`config.mk`:
```
export PLATFORM = sky130hd
export DESIGN_NAME = civil_date_day_converter
export DESIGN_NICKNAME = d
export VERILOG_FILES = /design/src/rtl/cddc_pkg.sv /design/src/rtl/cddc_to_days.sv /design/src/rtl/cddc_to_civil.sv /design/src/rtl/civil_date_day_converter.sv
export SDC_FILE = /design/constraint.sdc
export NUM_CORES = 2
export LEC_CHECK = 0
export BUFFER_PORTS_ARGS = -buffer_cell sky130_fd_sc_hd__buf_2
export CAP_MARGIN = 20
export CORE_ASPECT_RATIO = 0.75
export CORE_UTILIZATION = 50
export CTS_BUF_LIST = sky130_fd_sc_hd__clkbuf_4 sky130_fd_sc_hd__clkbuf_8 sky130_fd_sc_hd__clkbuf_16
export CTS_CLUSTER_SIZE = 40
export DETAILED_ROUTE_END_ITERATION = 8
export GPL_ROUTABILITY_DRIVEN = 0
export PLACE_DENSITY = 0.64
export RECOVER_POWER = 25
export SLEW_MARGIN = 0
export SYNTH_ARGS = -nofsm -noshare
export SYNTH_HDL_FRONTEND = slang
export SYNTH_SLANG_ARGS = --single-unit
export TNS_END_PERCENT = 1
```
`constraint.sdc`:
```
create_clock -name clk_i -period 42.1 [get_ports clk_i]
set_input_delay 8.42 -clock clk_i [delete_from_list [all_inputs] [get_ports clk_i]]
set_output_delay 8.42 -clock clk_i [all_outputs]
set_load 0.02 [all_outputs]
```
`src/rtl/cddc_pkg.sv`:
```
// Shared types, constants and the month-start table for the civil date / day number converter.
// Used by cddc_to_days, cddc_to_civil and civil_date_day_converter.
package cddc_pkg;

  typedef enum logic [1:0] {
    OP_TO_DAYS = 2'd0,
    OP_TO_DATE = 2'd1,
    OP_ADD     = 2'd2,
    OP_NONE    = 2'd3
  } req_op_e;

  typedef enum logic [1:0] {
    ST_OK    = 2'd0,
    ST_BAD   = 2'd1,
    ST_RANGE = 2'd2
  } status_e;

  // Calendar constants.
  localparam logic [13:0] YEAR_MAX      = 14'd9999;
  localparam logic [13:0] YEARS_PER_ERA = 14'd400;
  localparam logic [17:0] ERA_DAYS      = 18'd146097;
  localparam logic [17:0] ERA_LAST_DAY  = 18'd146096;
  localparam logic [17:0] CENT_DAYS     = 18'd36524;
  localparam logic [8:0]  YEAR_DAYS     = 9'd365;
  localparam logic [7:0]  MONTH_SPAN    = 8'd153;
  // Offset from day number to days since the start of the era before 0000-03-01.
  localparam logic [23:0] ZZ_BIAS       = 24'd865565;
  localparam logic signed [23:0] DN_MIN = -24'sd719528;
  localparam logic signed [23:0] DN_MAX = 24'sd2932896;

  // Reciprocals for exact division by constants: floor(x * R >> S) over the operand range.
  localparam logic [13:0] RECIP_400    = 14'd10486;   // shift 22, x < 2^14
  localparam logic [9:0]  RECIP_100    = 10'd656;     // shift 16, x < 400
  localparam logic [14:0] RECIP_ERA    = 15'd29398;   // shift 32, may be one low
  localparam logic [17:0] RECIP_1460   = 18'd183860;  // shift 28, x < 2^18
  localparam logic [18:0] RECIP_365    = 19'd367720;  // shift 27, x < 2^18
  localparam logic [10:0] RECIP_153    = 11'd1714;    // shift 18, x < 2048

  typedef struct packed {
    logic        vld;
    status_e     status;
    logic [22:0] day_number;
    logic [21:0] zz;
  } days_res_t;

  typedef struct packed {
    logic        vld;
    status_e     status;
    logic [22:0] day_number;
    logic [8:0]  doy;
    logic [3:0]  mp;
    logic [13:0] yb;
  } civil_res_t;

  // Day of the March-based year on which month index idx starts: (153 * idx + 2) / 5.
  function automatic logic [8:0] month_start(input logic [3:0] idx);
    logic [8:0] res;
    case (idx)
      4'd0:    res = 9'd0;
      4'd1:    res = 9'd31;
      4'd2:    res = 9'd61;
      4'd3:    res = 9'd92;
      4'd4:    res = 9'd122;
      4'd5:    res = 9'd153;
      4'd6:    res = 9'd184;
      4'd7:    res = 9'd214;
      4'd8:    res = 9'd245;
      4'd9:    res = 9'd275;
      4'd10:   res = 9'd306;
      4'd11:   res = 9'd337;
      default: res = 9'd0;
    endcase
    return res;
  endfunction

endpackage

```
`src/rtl/cddc_to_days.sv`:
```
// Front pipeline: checks the request, turns a date into a day number (or passes one
// through), applies offset and range check. Eight register stages. Depends on cddc_pkg.
module cddc_to_days (
  input  logic                  clk_i,
  input  logic                  rst_ni,
  input  logic                  adv_i,
  input  logic                  in_valid_i,
  input  logic [1:0]            req_type_i,
  input  logic [13:0]           year_i,
  input  logic [3:0]            month_i,
  input  logic [4:0]            day_i,
  input  logic signed [22:0]    day_number_i,
  input  logic signed [22:0]    day_offset_i,
  output cddc_pkg::days_res_t   res_o
);
  import cddc_pkg::*;

  logic [7:0] vld_q;

  // Stage 1: field check, March-based year and day of year.
  logic        early;
  logic [3:0]  mi;
  logic        t1_bad_d;
  req_op_e     t1_op_q;
  logic        t1_bad_q;
  logic [13:0] t1_yy_q;
  logic [8:0]  t1_doy_q;
  logic [22:0] t1_dn_q;
  logic [22:0] t1_off_q;

  assign early    = (month_i <= 4'd2);
  assign mi       = early ? (month_i + 4'd9) : (month_i - 4'd3);
  assign t1_bad_d = (req_type_i == OP_NONE) ||
                    ((req_type_i != OP_TO_DATE) &&
                     ((month_i == 4'd0) || (month_i > 4'd12) || (day_i == 5'd0) ||
                      (year_i > YEAR_MAX)));

  // Stage 2: era of the shifted year.
  logic [27:0] era_prod;
  req_op_e     t2_op_q;
  logic        t2_bad_q;
  logic [13:0] t2_yy_q;
  logic [8:0]  t2_doy_q;
  logic [22:0] t2_dn_q;
  logic [22:0] t2_off_q;
  logic [4:0]  t2_era_q;

  assign era_prod = 28'(t1_yy_q) * 28'(RECIP_400);

  // Stage 3: year of era and the day number of the era start.
  logic [13:0] yy_rem;
  req_op_e     t3_op_q;
  logic        t3_bad_q;
  logic [8:0]  t3_yoe_q;
  logic [8:0]  t3_doy_q;
  logic [22:0] t3_dn_q;
  logic [22:0] t3_off_q;
  logic [23:0] t3_base_q;

  assign yy_rem = t2_yy_q - 14'(t2_era_q) * YEARS_PER_ERA;

  // Stage 4: days in the whole years before this one.
  logic [17:0] c100_prod;
  req_op_e     t4_op_q;
  logic        t4_bad_q;
  logic [17:0] t4_ydays_q;
  logic [1:0]  t4_c100_q;
  logic [8:0]  t4_doy_q;
  logic [22:0] t4_dn_q;
  logic [22:0] t4_off_q;
  logic [23:0] t4_base_q;

  assign c100_prod = 18'(t3_yoe_q) * 18'(RECIP_100);

  // Stage 5: day of era.
  req_op_e     t5_op_q;
  logic        t5_bad_q;
  logic [17:0] t5_doe_q;
  logic [22:0] t5_dn_q;
  logic [22:0] t5_off_q;
  logic [23:0] t5_base_q;

  // Stage 6: day number of the date.
  req_op_e     t6_op_q;
  logic        t6_bad_q;
  logic [23:0] t6_z0_q;
  logic [22:0] t6_dn_q;
  logic [22:0] t6_off_q;

  // Stage 7: operation select and offset.
  logic [23:0] off_ext;
  logic [23:0] z_sel;
  logic        t7_bad_q;
  logic signed [23:0] t7_z_q;

  assign off_ext = (t6_op_q == OP_ADD) ? {t6_off_q[22], t6_off_q} : 24'd0;
  assign z_sel   = (t6_op_q == OP_TO_DATE) ? {t6_dn_q[22], t6_dn_q} : (t6_z0_q + off_ext);

  // Stage 8: status and the biased count for the reverse conversion.
  logic [23:0] zz_full;
  status_e     t8_st_d;
  status_e     t8_st_q;
  logic [22:0] t8_dn_q;
  logic [21:0] t8_zz_q;

  assign zz_full = t7_z_q + ZZ_BIAS;

  always_comb begin
    if (t7_bad_q) begin
      t8_st_d = ST_BAD;
    end else if ((t7_z_q < DN_MIN) || (t7_z_q > DN_MAX)) begin
      t8_st_d = ST_RANGE;
    end else begin
      t8_st_d = ST_OK;
    end
  end

  always_ff @(posedge clk_i or negedge rst_ni) begin
    if (!rst_ni) begin
      vld_q <= '0;
    end else if (adv_i) begin
      vld_q <= {vld_q[6:0], in_valid_i};
    end
  end

  always_ff @(posedge clk_i) begin
    if (adv_i) begin
      t1_op_q    <= req_op_e'(req_type_i);
      t1_bad_q   <= t1_bad_d;
      t1_yy_q    <= year_i + YEARS_PER_ERA - 14'(early);
      t1_doy_q   <= month_start(mi) + 9'(day_i) - 9'd1;
      t1_dn_q    <= day_number_i;
      t1_off_q   <= day_offset_i;

      t2_op_q    <= t1_op_q;
      t2_bad_q   <= t1_bad_q;
      t2_yy_q    <= t1_yy_q;
      t2_doy_q   <= t1_doy_q;
      t2_dn_q    <= t1_dn_q;
      t2_off_q   <= t1_off_q;
      t2_era_q   <= era_prod[26:22];

      t3_op_q    <= t2_op_q;
      t3_bad_q   <= t2_bad_q;
      t3_yoe_q   <= yy_rem[8:0];
      t3_doy_q   <= t2_doy_q;
      t3_dn_q    <= t2_dn_q;
      t3_off_q   <= t2_off_q;
      t3_base_q  <= 24'(t2_era_q) * 24'(ERA_DAYS) - ZZ_BIAS;

      t4_op_q    <= t3_op_q;
      t4_bad_q   <= t3_bad_q;
      t4_ydays_q <= 18'(t3_yoe_q) * 18'(YEAR_DAYS) + 18'(t3_yoe_q[8:2]);
      t4_c100_q  <= c100_prod[17:16];
      t4_doy_q   <= t3_doy_q;
      t4_dn_q    <= t3_dn_q;
      t4_off_q   <= t3_off_q;
      t4_base_q  <= t3_base_q;

      t5_op_q    <= t4_op_q;
      t5_bad_q   <= t4_bad_q;
      t5_doe_q   <= t4_ydays_q - 18'(t4_c100_q) + 18'(t4_doy_q);
      t5_dn_q    <= t4_dn_q;
      t5_off_q   <= t4_off_q;
      t5_base_q  <= t4_base_q;

      t6_op_q    <= t5_op_q;
      t6_bad_q   <= t5_bad_q;
      t6_z0_q    <= t5_base_q + 24'(t5_doe_q);
      t6_dn_q    <= t5_dn_q;
      t6_off_q   <= t5_off_q;

      t7_bad_q   <= t6_bad_q;
      t7_z_q     <= z_sel;

      t8_st_q    <= t8_st_d;
      t8_dn_q    <= t7_z_q[22:0];
      t8_zz_q    <= zz_full[21:0];
    end
  end

  assign res_o.vld        = vld_q[7];
  assign res_o.status     = t8_st_q;
  assign res_o.day_number = t8_dn_q;
  assign res_o.zz         = t8_zz_q;

endmodule

```
`src/rtl/cddc_to_civil.sv`:
```
// Back pipeline: splits a biased day count into era, year of era, day of year and
// month index. Nine register stages. Depends on cddc_pkg.
module cddc_to_civil (
  input  logic                  clk_i,
  input  logic                  rst_ni,
  input  logic                  adv_i,
  input  cddc_pkg::days_res_t   days_i,
  output cddc_pkg::civil_res_t  res_o
);
  import cddc_pkg::*;

  typedef struct packed {
    status_e     status;
    logic [22:0] dn;
  } side_t;

  logic [8:0] vld_q;
  side_t      side_q [9];

  // Stage 1: era estimate, exact or one low.
  logic [36:0] q_prod;
  logic [21:0] c1_zz_q;
  logic [4:0]  c1_q_q;

  assign q_prod = 37'(days_i.zz) * 37'(RECIP_ERA);

  // Stage 2: remainder against the estimate.
  logic [21:0] rem_full;
  logic [18:0] c2_r_q;
  logic [4:0]  c2_q_q;

  assign rem_full = c1_zz_q - 22'(c1_q_q) * 22'(ERA_DAYS);

  // Stage 3: correct the estimate.
  logic [4:0]  c3_era_q;
  logic [17:0] c3_doe_q;

  // Stage 4: leap corrections of the day of era.
  logic [35:0] c1460_prod;
  logic [2:0]  cent_cnt;
  logic [4:0]  c4_era_q;
  logic [17:0] c4_doe_q;
  logic [6:0]  c4_c1460_q;
  logic [2:0]  c4_cent_q;
  logic        c4_last_q;

  assign c1460_prod = 36'(c3_doe_q) * 36'(RECIP_1460);
  assign cent_cnt   = 3'(c3_doe_q >= CENT_DAYS) +
                      3'(c3_doe_q >= 18'(2 * CENT_DAYS)) +
                      3'(c3_doe_q >= 18'(3 * CENT_DAYS)) +
                      3'(c3_doe_q >= ERA_LAST_DAY);

  // Stage 5: day of era with leap days taken out.
  logic [4:0]  c5_era_q;
  logic [17:0] c5_doe_q;
  logic [17:0] c5_t_q;

  // Stage 6: year of era.
  logic [36:0] yoe_prod;
  logic [4:0]  c6_era_q;
  logic [17:0] c6_doe_q;
  logic [8:0]  c6_yoe_q;

  assign yoe_prod = 37'(c5_t_q) * 37'(RECIP_365);

  // Stage 7: days before this year and the March-based year.
  logic [17:0] c100_prod;
  logic [17:0] c7_doe_q;
  logic [17:0] c7_ydays_q;
  logic [1:0]  c7_c100_q;
  logic [13:0] c7_yb_q;

  assign c100_prod = 18'(c6_yoe_q) * 18'(RECIP_100);

  // Stage 8: day of year.
  logic [17:0] doy_full;
  logic [8:0]  c8_doy_q;
  logic [13:0] c8_yb_q;

  assign doy_full = c7_doe_q - (c7_ydays_q - 18'(c7_c100_q));

  // Stage 9: month index.
  logic [10:0] mp_arg;
  logic [21:0] mp_prod;
  logic [8:0]  c9_doy_q;
  logic [3:0]  c9_mp_q;
  logic [13:0] c9_yb_q;

  assign mp_arg  = 11'(c8_doy_q) * 11'd5 + 11'd2;
  assign mp_prod = 22'(mp_arg) * 22'(RECIP_153);

  always_ff @(posedge clk_i or negedge rst_ni) begin
    if (!rst_ni) begin
      vld_q <= '0;
    end else if (adv_i) begin
      vld_q <= {vld_q[7:0], days_i.vld};
    end
  end

  always_ff @(posedge clk_i) begin
    if (adv_i) begin
      side_q[0] <= '{status: days_i.status, dn: days_i.day_number};
      for (int i = 1; i < 9; i++) begin
        side_q[i] <= side_q[i-1];
      end

      c1_zz_q    <= days_i.zz;
      c1_q_q     <= q_prod[36:32];

      c2_r_q     <= rem_full[18:0];
      c2_q_q     <= c1_q_q;

      if (c2_r_q >= 19'(ERA_DAYS)) begin
        c3_era_q <= c2_q_q + 5'd1;
        c3_doe_q <= 18'(c2_r_q - 19'(ERA_DAYS));
      end else begin
        c3_era_q <= c2_q_q;
        c3_doe_q <= c2_r_q[17:0];
      end

      c4_era_q   <= c3_era_q;
      c4_doe_q   <= c3_doe_q;
      c4_c1460_q <= c1460_prod[34:28];
      c4_cent_q  <= cent_cnt;
      c4_last_q  <= (c3_doe_q == ERA_LAST_DAY);

      c5_era_q   <= c4_era_q;
      c5_doe_q   <= c4_doe_q;
      c5_t_q     <= c4_doe_q - 18'(c4_c1460_q) + 18'(c4_cent_q) - 18'(c4_last_q);

      c6_era_q   <= c5_era_q;
      c6_doe_q   <= c5_doe_q;
      c6_yoe_q   <= yoe_prod[35:27];

      c7_doe_q   <= c6_doe_q;
      c7_ydays_q <= 18'(c6_yoe_q) * 18'(YEAR_DAYS) + 18'(c6_yoe_q[8:2]);
      c7_c100_q  <= c100_prod[17:16];
      c7_yb_q    <= 14'(c6_yoe_q) + 14'(c6_era_q) * YEARS_PER_ERA - YEARS_PER_ERA;

      c8_doy_q   <= doy_full[8:0];
      c8_yb_q    <= c7_yb_q;

      c9_doy_q   <= c8_doy_q;
      c9_mp_q    <= mp_prod[21:18];
      c9_yb_q    <= c8_yb_q;
    end
  end

  assign res_o.vld        = vld_q[8];
  assign res_o.status     = side_q[8].status;
  assign res_o.day_number = side_q[8].dn;
  assign res_o.doy        = c9_doy_q;
  assign res_o.mp         = c9_mp_q;
  assign res_o.yb         = c9_yb_q;

endmodule

```
`src/rtl/civil_date_day_converter.sv`:
```
// Pipeline depth: 18 register stages, the last of which is the output register.
// Throughput: one item per cycle when not stalled; every stage registered, no loop back.
// The whole pipeline advances together and freezes only while a held result is stalled.
// Reset clears the valid bits of every stage; data registers are not reset.
// Depends on cddc_pkg, cddc_to_days and cddc_to_civil.
module civil_date_day_converter (
  input  logic               clk_i,
  input  logic               rst_ni,
  input  logic               in_valid_i,
  output logic               in_stall_o,
  input  logic [1:0]         req_type_i,
  input  logic [13:0]        year_i,
  input  logic [3:0]         month_i,
  input  logic [4:0]         day_i,
  input  logic signed [22:0] day_number_i,
  input  logic signed [22:0] day_offset_i,
  output logic               out_valid_o,
  input  logic               out_stall_i,
  output logic [13:0]        out_year_o,
  output logic [3:0]         out_month_o,
  output logic [4:0]         out_day_o,
  output logic signed [22:0] out_day_number_o,
  output logic [1:0]         status_o
);
  import cddc_pkg::*;

  logic       adv;
  days_res_t  days;
  civil_res_t civil;

  logic        out_vld_q;
  logic [13:0] out_year_q;
  logic [3:0]  out_month_q;
  logic [4:0]  out_day_q;
  logic [22:0] out_dn_q;
  status_e     out_st_q;

  logic        ok;
  logic        wrap;
  logic [3:0]  month_d;
  logic [4:0]  day_d;
  logic [8:0]  day_full;

  // A held result that is not taken freezes every stage.
  assign adv        = !(out_vld_q && out_stall_i);
  assign in_stall_o = !adv;

  cddc_to_days u_to_days (
    .clk_i       (clk_i),
    .rst_ni      (rst_ni),
    .adv_i       (adv),
    .in_valid_i  (in_valid_i),
    .req_type_i  (req_type_i),
    .year_i      (year_i),
    .month_i     (month_i),
    .day_i       (day_i),
    .day_number_i(day_number_i),
    .day_offset_i(day_offset_i),
    .res_o       (days)
  );

  cddc_to_civil u_to_civil (
    .clk_i (clk_i),
    .rst_ni(rst_ni),
    .adv_i (adv),
    .days_i(days),
    .res_o (civil)
  );

  // January and February belong to the following civil year.
  assign ok       = (civil.status == ST_OK);
  assign wrap     = (civil.mp >= 4'd10);
  assign month_d  = wrap ? (civil.mp - 4'd9) : (civil.mp + 4'd3);
  assign day_full = civil.doy - month_start(civil.mp) + 9'd1;
  assign day_d    = day_full[4:0];

  always_ff @(posedge clk_i or negedge rst_ni) begin
    if (!rst_ni) begin
      out_vld_q <= 1'b0;
    end else if (adv) begin
      out_vld_q <= civil.vld;
    end
  end

  always_ff @(posedge clk_i) begin
    if (adv) begin
      out_st_q    <= civil.status;
      out_year_q  <= ok ? (civil.yb + 14'(wrap)) : 14'd0;
      out_month_q <= ok ? month_d : 4'd0;
      out_day_q   <= ok ? day_d : 5'd0;
      out_dn_q    <= ok ? civil.day_number : 23'd0;
    end
  end

  assign out_valid_o      = out_vld_q;
  assign out_year_o       = out_year_q;
  assign out_month_o      = out_month_q;
  assign out_day_o        = out_day_q;
  assign out_day_number_o = out_dn_q;
  assign status_o         = out_st_q;

endmodule
```
==> Word level (Yosys, flattened, before mapping) <==
Memories as Yosys holds them, arrays and structs flattened. A register that Yosys moved wholly into a read port is not among the register bits.
Cells that the tools add are included.
{ "op_classes": {"n_addsub": 34, "mul": 14, "div_mod_pow": 0, "magnitude_cmp": 11, "n_eq_ne": 5, "n_shift": 0, "n_mux": 10, "bitwise": 0, "n_reduce_logical": 10} }
{ "ops": {"columns": ["operator", "count"], "rows": [
  ["multiplier 18 x 16 -> 33 bit, second input constant", 2],
  ["two-way mux 24 bit", 2],
  [">= comparator 18 x 17 -> 1 bit, second input constant", 2],
  ["multiplier 22 x 14 -> 36 bit, second input constant", 1],
  ["multiplier 9 x 6 -> 14 bit, second input constant", 2],
  ["multiplier 14 x 13 -> 26 bit, second input constant", 1],
  ["adder 24 x 18 -> 24 bit", 1],
  ["adder 24 bit", 1],
  ["greater-than comparator 24 x 23 -> 1 bit, second input constant", 1],
  ["less-than comparator 24 x 21 -> 1 bit, second input constant", 1],
  ["subtractor 23 x 20 -> 24 bit, second input constant", 1],
  ["multiplier 5 x 18 -> 23 bit, second input constant", 1],
  ["adder 22 x 20 -> 22 bit, second input constant", 1],
  ["multiplier 11 x 10 -> 21 bit, second input constant", 1],
  [">= comparator 19 x 18 -> 1 bit, second input constant", 1],
  ["multiplier 5 x 18 -> 19 bit, second input constant", 1],
  ["subtractor 19 bit", 1],
  ["adder 18 x 3 -> 18 bit", 1],
  ["adder 18 x 7 -> 18 bit", 1],
  ["adder 18 x 9 -> 18 bit", 1],
  ["equality test 18 bit, second input constant", 1],
  [">= comparator 18 x 16 -> 1 bit, second input constant", 1],
  [">= comparator 18 bit, second input constant", 1],
  ["multiplier 9 x 9 -> 18 bit, second input constant", 1],
  ["45 further kinds", 56]
]} }
{ "totals": {"register_bits": 879, "latchBits": 0, "ram_bits": 225, "rom_bits": 288, "output_inout_bits": 50, "mem_count": 3} }
{ "mem_list": {"columns": ["memory", "depth", "width", "rd", "rd_ports_with_merged_regs", "wr", "line_no", "text"], "rows": [
  ["u_to_civil.side_q", 9, 25, 9, 0, 9, "cddc_to_civil.sv:18", "side_t side_q [9];"],
  ["(no name shown)", 16, 9, 1, 1, 0, "cddc_pkg.sv:58", "case (idx)"],
  ["(no name shown)", 16, 9, 1, 0, 0, "cddc_pkg.sv:58", null]
]} }

==> Logic depth before layout (Yosys ltp) <==
{ "depth": {"word_depth": 6, "depth_mapped": 32, "depth_no_buf": 32} }

==> By module <==
Synthesis repeated with hierarchy kept, for this count alone.
{ "unflattened": {"cells_unflattened": 5426, "area_unflattened_um2": 71588.7} }
{ "by_module_without_submodules": {"columns": ["module", "n_inst", "cells_per_inst", "area_per_inst_um2", "seq_area_each_um2"], "rows": [
  ["cddc_to_civil", 1, 3083, 39216.4, 14308.7],
  ["cddc_to_days", 1, 2154, 29956.2, 17406.7],
  ["civil_date_day_converter", 1, 189, 2416.1, 1466.4]
]} }

==> Worst setup path before layout <==
No wires, ideal clock.
{ "synth_timing": {"kind": "input -> register", "from": "input port out_stall_i", "to": "register out_dn_q[0] (netlist: out_day_number_o[0]), read port of u_to_civil.side_q, enable pin", "setup_ns": 1.873, "arrival_time_ns": 37.887, "t_required_ns": 40.227, "path_slack_ns": 2.340, "cell_stages": 2, "path_cell_list": "nand2_2 > clkbuf_1"} }
{ "synth_via": {"elab_chain_cells": 1} }
{ "synth_lines": {"columns": ["element", "line_no", "text"], "rows": [
  ["from (decl)", "civil_date_day_converter.sv:18", "input logic out_stall_i,"],
  ["logical AND 1 bit", "civil_date_day_converter.sv:45", "assign adv = !(out_vld_q && out_stall_i);"],
  ["to (decl)", "civil_date_day_converter.sv:35", "logic [22:0] out_dn_q;"]
]} }
Every way passes these cells.
A chain may end at the register's enable or synchronous reset.

==> Worst setup path in the final report <==
{ "layout_timing": {"from": "input port out_stall_i", "to": "output port in_stall_o"} }
{ "layout_via": {"elab_chain_cells": 1} }
{ "layout_lines": {"columns": ["element", "line_no", "text"], "rows": [
  ["logical AND 1 bit", "civil_date_day_converter.sv:45", null],
  ["to (decl)", "civil_date_day_converter.sv:10", "output logic in_stall_o,"]
]} }
Every way passes these cells.

==> impl_metrics.json <==
{
  "status": "finished, final reports clean",
  "synth_area_per_cell_um2": 13.37,
  "yosysMostFrequentCell": "edfxtp_1",
  "cap_viol_max_count": 0,
  "finalSetupViolations": 0,
  "grt_max_degree": 198,
  "critical_path.max_stage_delay_ns": 0.38,
  "hpwl_um": 89000,
  "ys_seq_area_share_pct": 47.25,
  "die-area_um2": 141900,
  "yosysTopAreaCell": "edfxtp_1",
  "firstDrtPassIters": 5,
  "tightest_slew_ns": 1.042,
  "postCtsSetupBuffers": 0,
  "path_cells": "buf_2 > nand2_8 > inv_1 > buf_4 > buf_2",
  "postSynthCellCount": 5249,
  "path_class": "in -> out",
  "async_reset_ff_share_pct": 1.623,
  "track_usage_pct": 17.18,
  "rr_worst_depth": 29,
  "synth_ff_type": "edfxtp_1",
  "cp-start-kind": "input port",
  "crit_end": "in_stall_o",
  "fmax_mhz": 55.44,
  "endpoint_kind": "output pin",
  "wl_um": 117300,
  "fin_setup_tns_ns": 0,
  "yosysTopAreaCellShare_pct": 46.46,
  "hp-class": "reg -> reg",
  "drtIter0Drc": 1815,
  "rr_startpoint": "u_to_civil.c8_doy_q[1]",
  "multi_input_area_um2": 32970,
  "io_buffers": 124,
  "fin_cells": 7432,
  "cpMaxStageDelayCell": "nand2_8",
  "fp.dieH_um": 326.5,
  "clock_latency_ns": 0.75,
  "area_growth_pct": 9.484,
  "fin_crit_ns": 18.04,
  "hold_buffers": 0,
  "cp_num_cells": 5,
  "fin_worst_skew_ns": 0.06754,
  "maxSlewHeadroom_pct": 30.54,
  "fill_cells": 11394,
  "cp_max_fo": 96,
  "cts_buffers": 110,
  "io_pins": 125,
  "cts_tree": "done",
  "die_w_um": 434.6,
  "yosys_warnings": 0,
  "required_ns": 33.68,
  "start_util_pct": 50.63,
  "syn-num-nets": 6903,
  "hold_viol": 0,
  "cts_htree_levels": 3,
  "ys_seq_elements": 1109,
  "cts_root_buf": "clkbuf_16",
  "synth-edff-count": 1086,
  "rsz0062_at_grt": "false",
  "arrival_ns": 9.62,
  "dp_cells": 7225,
  "yosys-top-cells-area": "edfxtp_1 (46%), ha_1 (19%), fa_1 (15%)",
  "gr-total-overflow": 0,
  "cp_num_buf_inv": 4,
  "r2r_setup_slack_ns": 34.29,
  "grt_pass1_wl_um": 193600,
  "synth_cell_type_count": 78,
  "holdCritStartpoint": "u_to_civil.side_q[0][69]",
  "nNetsFinal": 7132,
  "clkSinkCount": 1109,
  "wl_per_cell_um": 15.79,
  "crit_path_start": "out_stall_i",
  "cts-resized-gates": 0,
  "mappedNetlistArea_um2": 70190,
  "drive_gt1_share_pct": 6.175,
  "utilization_pct": 55.43,
  "clockBufferDepth": 3,
  "antenna_found_initial": 0,
  "ant_nets": 0,
  "clkSlewWorstSetupHoldPaths_ns": 0.06,
  "core_um2": 138600,
  "crit_family": "buffers and inverters",
  "rows": 118,
  "vias": 36872,
  "grt_pass1_vias": 37514,
  "slew_viol_final": 0,
  "fin_crit_sh_pct": 42.85,
  "synthTopCellsByCount": "edfxtp_1 (1,086), inv_1 (1,061), ha_1 (1,057)",
  "drc": 0,
  "crit_top_cell": "buf_2",
  "seqCellArea_um2": 33160,
  "via_per_inst": 4.961
}
## how the worst min path moves through the flow
stage                                      to  slack [ns]  depth (start not counted)
global placement    u_to_civil.side_q[0][150]        0.40                          0
CTS                  u_to_civil.side_q[0][74]        0.37                          0
detailed placement      u_to_civil.c8_yb_q[7]        0.40                          0
global route         u_to_civil.side_q[0][74]        0.38                          0
finish               u_to_civil.side_q[0][94]        0.38                          0
floorplan              u_to_civil.c4_era_q[0]        0.40                          0
## logic make-up after synthesis
group	Yosys count	share of synthesized area (%)
adders and majority gates	1579	33.73
DFF	1109	47.25
buffers and inverters	1085	5.803
and+or+nand+nor	620	4.277
AOI/OAI and AO/OA	549	5.098
xor gates and xnor gates	300	3.744
muxes	7	0.09983
## flip-flops by register name, indices dropped and copies added (netlist names), 24 cells and up, named ones only
signal and count:
u_to_days.t7_z_q 24, u_to_days.t4_base_q 24, u_to_days.t3_base_q 24, u_to_days.t5_base_q 24
u_to_civil.side_q 225, u_to_days.t6_z0_q 24
## worst reg2reg max path: cells and delay by family, from the launching register on
family                     cells  cell delay, ns
AOI/OAI and AO/OA             11            2.36
xor gates and xnor gates       1            0.17
adders and majority gates      9            3.56
buffers and inverters          5            0.29
DFF                            1            0.54
muxes                          1            0.15
and+or+nand+nor                2            0.67
## stage by stage
step | setup WS, ns | instance area (µm²) | hold WS (ns)
floorplan | 2.340 | 70190 | 0.4003
global placement | 24.01 | 73230 | 0.4002
detailed placement | 24.00 | 73230 | 0.4045
CTS | 23.99 | 76810 | 0.3734
global route | 23.92 | 76840 | 0.3789
finish | 24.06 | 76840 | 0.3831
## cells in the final DEF (no fill, tap or decap), types with 11 or more instances in the layout
cell / Yosys / layout
ha_1: 1057 / 1057
and2_1: 58 / 58
clkinv_2: 0 / 19
xnor2_1: 214 / 214
inv_1: 1061 / 1061
nand3_1: 50 / 50
a31oi_1: 19 / 19
a21o_1: 79 / 79
xor2_1: 86 / 86
nor2_1: 163 / 162
dfrtp_1: 18 / 18
o21bai_1: 27 / 27
a211oi_1: 25 / 25
and3_1: 18 / 18
nor2b_1: 24 / 24
nand2_1: 158 / 158
clkinv_1: 0 / 28
o31ai_1: 11 / 11
o21a_1: 24 / 24
o21ai_0: 93 / 93
a21oi_1: 172 / 172
clkbuf_16: 0 / 110
buf_2: 0 / 124
or3_1: 16 / 16
nand4_1: 18 / 18
clkbuf_4: 0 / 20
buf_4: 0 / 12
edfxtp_1: 1086 / 1086
nor3_1: 47 / 47
nand2b_1: 28 / 28
fa_1: 522 / 522
## per-layer routing
layer	track usage, %	wire length (µm)	vias up
met4	4.708	2875	0
met3	3.038	4652	158
met5	0	0	-
met2	26.07	51700	521
li1	-	-	18343
met1	25.45	58110	17850
## cell type report
class                           instances  area share [%]
Clock buffer                          130           3.778
Clock inverter                         75          0.8841
Sequential cell                      1109           43.15
Timing Repair Buffer                  141           1.065
Multi-Input combinational cell       3055           42.90
Antenna cell                            1        0.003256
Tap cell                             1860           3.029
Inverter                             1061           5.183
Power is left out: the tool's default activity adds up to more than one toggle a clock period on the data nets, which glitch-free logic cannot reach.
